===== src/hw/rtl/oli_pkg.sv =====
// ----------------------------------------------------------------------------
// oli_pkg : shared types and codes for the ordered list
// Request and result beat layouts, operation and status codes, cell control.
// ----------------------------------------------------------------------------
package oli_pkg;

  localparam int CAPACITY_DEF     = 64;
  localparam int ELEMENT_BITS_DEF = 32;

  typedef enum logic [2:0] {
    FN_INSERT = 3'd0,
    FN_DELETE = 3'd1,
    FN_GET    = 3'd2,
    FN_LOCATE = 3'd3,
    FN_LENGTH = 3'd4
  } func_t;

  typedef enum logic [1:0] {
    ST_OK     = 2'd0,
    ST_BADPOS = 2'd1,
    ST_EMPTY  = 2'd2,
    ST_FULL   = 2'd3
  } status_t;

  typedef struct packed {
    logic [2:0]  func;
    logic [6:0]  position;
    logic [31:0] value;
  } in_t;

  typedef struct packed {
    logic [1:0]  status;
    logic [31:0] data;
    logic [6:0]  found_position;
    logic [6:0]  count;
  } out_t;

  // Broadcast to every cell
  typedef struct packed {
    logic ins;       // insert: open a gap at p0 and load the new element
    logic del;       // delete: close the gap at p0
    logic scan_get;  // scan matches on index (get) rather than on value (locate)
  } cell_ctl_t;

  // Flags of the search token walking down the chain
  typedef struct packed {
    logic valid;
    logic found;
  } tok_flag_t;

endpackage


===== src/hw/rtl/oli_cell.sv =====
// ----------------------------------------------------------------------------
// oli_cell : one list slot
// Holds one element, shifts with its neighbours and passes the search token on.
// ----------------------------------------------------------------------------
module oli_cell #(
  parameter int IDX          = 0,
  parameter int IW           = 7,
  parameter int ELEMENT_BITS = 32
) (
  input  logic                    clk,
  input  logic                    rst_n,
  input  oli_pkg::cell_ctl_t      ctl,
  input  logic [IW-1:0]           p0,
  input  logic [ELEMENT_BITS-1:0] ins_value,
  input  logic [IW-1:0]           q_len,
  input  logic [ELEMENT_BITS-1:0] q_key,
  input  logic [ELEMENT_BITS-1:0] left_elem,
  input  logic [ELEMENT_BITS-1:0] right_elem,
  output logic [ELEMENT_BITS-1:0] elem,
  input  oli_pkg::tok_flag_t      tok_in_f,
  input  logic [IW-1:0]           tok_in_pos,
  input  logic [ELEMENT_BITS-1:0] tok_in_dat,
  output oli_pkg::tok_flag_t      tok_out_f,
  output logic [IW-1:0]           tok_out_pos,
  output logic [ELEMENT_BITS-1:0] tok_out_dat
);
  import oli_pkg::*;

  localparam logic [IW-1:0] MY_IDX = IW'(IDX);
  localparam logic [IW-1:0] MY_POS = IW'(IDX + 1);

  logic [ELEMENT_BITS-1:0] elem_r, elem_nxt;
  tok_flag_t               tok_f_r, tok_f_nxt;
  logic [IW-1:0]           tok_pos_r, tok_pos_nxt;
  logic [ELEMENT_BITS-1:0] tok_dat_r, tok_dat_nxt;
  logic                    hit;

  always_comb begin
    elem_nxt = elem_r;
    if (ctl.ins && MY_IDX == p0) begin
      elem_nxt = ins_value;
    end else if (ctl.ins && MY_IDX > p0) begin
      elem_nxt = left_elem;
    end else if (ctl.del && MY_IDX >= p0) begin
      elem_nxt = right_elem;
    end
  end

  assign hit = ctl.scan_get ? (MY_IDX == p0) : ((elem_r == q_key) && (MY_IDX < q_len));

  always_comb begin
    tok_f_nxt   = tok_in_f;
    tok_pos_nxt = tok_in_pos;
    tok_dat_nxt = tok_in_dat;
    // first hit along the chain wins
    if (tok_in_f.valid && !tok_in_f.found && hit) begin
      tok_f_nxt.found = 1'b1;
      tok_pos_nxt     = MY_POS;
      tok_dat_nxt     = elem_r;
    end
  end

  always_ff @(posedge clk) begin
    elem_r      <= elem_nxt;
    tok_pos_r   <= tok_pos_nxt;
    tok_dat_r   <= tok_dat_nxt;
    if (!rst_n) begin
      tok_f_r <= '0;
    end else begin
      tok_f_r <= tok_f_nxt;
    end
  end

  assign elem        = elem_r;
  assign tok_out_f   = tok_f_r;
  assign tok_out_pos = tok_pos_r;
  assign tok_out_dat = tok_dat_r;

endmodule


===== config.mk =====
export PLATFORM = sky130hd
export DESIGN_NAME = oli_cell
export DESIGN_NICKNAME = d
export VERILOG_FILES = /design/src/hw/rtl/oli_pkg.sv /design/src/hw/rtl/oli_cell.sv
export SDC_FILE = /design/constraint.sdc
export NUM_CORES = 1
export LEC_CHECK = 0
export BUFFER_PORTS_ARGS = -buffer_cell sky130_fd_sc_hd__buf_2
export CAP_MARGIN = 20
export CORE_MARGIN = 5
export CORE_UTILIZATION = 47
export DETAILED_ROUTE_END_ITERATION = 10
export GPL_ROUTABILITY_DRIVEN = 0
export GPL_TIMING_DRIVEN = 0
export PLACE_DENSITY = 0.85
export RECOVER_POWER = 100
export SLEW_MARGIN = 20
export SYNTH_ARGS = -nofsm -noshare
export SYNTH_HDL_FRONTEND = slang
export SYNTH_SLANG_ARGS = --single-unit

===== constraint.sdc =====
create_clock -name clk -period 3 [get_ports clk]
set_clock_uncertainty 0.1 [all_clocks]
set_input_delay 0.6 -clock clk [delete_from_list [all_inputs] [get_ports clk]]
set_output_delay 0.6 -clock clk [all_outputs]
set_load 0.02 [all_outputs]

==> out/metrics.cfg <==
[clocking]
cts_buffers=9
postCtsSetupBuffers=0
clock_latency_ns=0.36
tritoncts=done
hold_buffers=0
cts-root-buf=clkbuf_8
ctsResizeCount=0
clkSinkCount=73
cts_max_path_buffers=2
htreeDepth=3
path_clk_slew_ns=0.07

[drt]
wl_met3_mm=1.60
avgViaCountPerCell=5.81
wl_mm=16.6
first_pass_iters=5
dr_total_vias=4777
ant_nets=0
wl_per_cell_um=20.1
first_iter_violations=310
maxUsedRoutingLayer=met4
wl_met1_mm=6.28
post-route-drc-count=0
route.met2.wl_mm=8.04

[timing]
period_needed_ns=2.65
tightestPinTransition_ns=1.30
finalWorstSetupSlack_ns=0.347
finalHoldViolCount=0
slew_violations=0
max_freq_mhz=377
setup_violations=0
fin_crit_sh_pct=88.4
totalNegativeSetupSlack_ns=0
rsz0062_at_grt=false
relSlewSlack_pct=13.0

[global_routing]
grt_remaining_overflow=0
antenna_found_initial=0
grt_max_degree=33
grt_use_total_pct=26.8
grt_pass1_wl_mm=23.9
grt_pass1_vias=4726

[worst_setup_path]
worstReg2RegStart=elem[6]
cp-end-kind=flop
critPathCapture=tok_out_dat[21]
required_ns=3.16
critPathBufInv=2
crit_path_start=p0[1]
path_max_fanout=10
slowest_delay_ns=0.59
rr_worst_depth=7
startpoint_type=primary input
cp_cell_sequence=buf_2 > nor3_1 > a21boi_2 > nor2_1 > clkbuf_1 > nand3_1 > o211ai_1
r2r-end=tok_out_dat[7]
crit_type=primary input to flop
critPathArrivalTime_ns=2.81
rrSetupSlack_ns=0.39
critical_path_depth=7
crit_path_top_delay_cell=nor3_1
path_delay_family=simple AND/OR/NAND/NOR gates

[synth]
yosys.area.top_type=edfxtp_1
syn_area_per_cell_um2=10.2
ys_seq_area_share_pct=39.1
syn_nets=634
ys_async_sr_fraction_pct=0
synthTopCellsByCount=dfxtp_1 (41), nand2_1 (34), nand2b_1 (33), nand3_1 (33)
synthDistinctLibCells=36
synth-main-ff-cell=dfxtp_1
yosysMostFrequentCell=dfxtp_1
ys_warn_count=0
synth_edf_count=32
syn_inst=446
synth_area_mm2=0.00456
ys_ff_latch=73
synth_top_cell_area_share_pct=21.1
ys_top_cells_by_area=edfxtp_1 (21%), dfxtp_1 (18%), o211ai_2 (8.2%)

[hold_path]
hold_path.class=primary input to flop
whs_path_depth=2

[pwr]
p_leak_nw=2.23
vdd_drop_max_mv=0.246
p_per_area_mw_per_mm2=444
power_mw=2.62

[layout]
fin_util_pct=61.6
diodes=0
nets=872
nFillCells=837
area_growth_pct=29.6
drive_above_1_share_pct=31.3

[floorplanning]
start_util_pct=47.5
die_w_um=108
dieArea_mm2=0.0118
ios=261
coreArea_mm2=0.00959
fp-row-count=36
fp.dieH_um=108

[placement]
hpwl_mm=12.7
io_buffers=227
pre_cts_ws_ns=0.184

[run]
drv_cap=0

[outcome]
status=finished clean

-- power breakdown --
part | switching, mW | internal [mW] | total, mW
Combinational | 0.252 | 0.210 | 0.462
Sequential | 0.0148 | 1.08 | 1.10
Clock | 0.400 | 0.664 | 1.06
-- layout make-up --
type	instances	area, um2	area share (%)
buffer	42	180	3.05
sequential	73	1780	30.2
multi-input combinational	331	2460	41.6
clock inverter	6	138	2.33
tap	133	166	2.82
timing repair buffer	227	1040	17.7
clock buffer	10	138	2.33
-- cells by family after synthesis --
logic type,after synthesis,share of synthesized area (%)
AO/OA/AOI/OAI,139,27.2
XOR/XNOR,32,6.15
buffers and inverters,42,4.15
flip-flops,73,39.1
multiplexers,32,7.91
AND/OR/NAND/NOR,128,15.5
-- worst min-delay path by stage --
stage	endpoint	slack [ns]	from
after floorplan	tok_out_f[1]	0.62	tok_in_f[1]
final	tok_out_f[1]	0.36	tok_in_f[1]
after global routing	tok_out_f[1]	0.36	tok_in_f[1]
after CTS	tok_out_f[1]	0.35	tok_in_f[1]
after detailed placement	tok_out_dat[18]	0.56	elem[18]
after global placement	tok_out_dat[18]	0.56	elem[18]
-- per-stage QoR --
stage	std cells	hold WS, ns	instance area (um2)
floorplan	446	0.622	4560
global placement	806	0.560	5860
detailed placement	806	0.561	5860
CTS	822	0.355	6130
global route	822	0.362	5910
finish	822	0.362	5910
-- layout by cell type (no fill, tap or decap), types with 2 or more instances in the layout --
cell type | synthesis | routed
o21bai_1 | 32 | 32
mux2_2 | 18 | 15
nand2b_1 | 33 | 33
a22o_1 | 6 | 6
clkbuf_1 | 29 | 107
xor2_1 | 20 | 20
nand3_1 | 33 | 33
nor2_1 | 3 | 4
xnor2_1 | 12 | 12
clkbuf_8 | 0 | 10
o21ai_1 | 14 | 14
mux2_1 | 14 | 17
edfxtp_1 | 32 | 32
bufinv_16 | 0 | 4
o211ai_2 | 30 | 5
nor4_1 | 3 | 3
o221a_2 | 12 | 12
dfxtp_1 | 41 | 41
nor4_2 | 3 | 3
or2_1 | 2 | 2
buf_2 | 7 | 159
o221a_1 | 20 | 20
nand4_1 | 3 | 3
nor3_1 | 3 | 3
o21ai_0 | 19 | 19
nand2_1 | 34 | 34
o211ai_1 | 2 | 27
a21oi_1 | 2 | 2
nor2b_1 | 6 | 6
buf_6 | 3 | 2
-- sequential cells by signal (all words and copies together), names as in the netlist --
register,count
tok_out_dat,32
elem,32
tok_out_f,2
tok_out_pos,7
-- metal layers --
metal  track usage (%)  up-vias
met1              32.7     2254
met4              13.9        0
met3              6.09       55
met5                 0        -
met2              44.2      318
li1                  -     2150
Power figures use the tool's default switching activity.
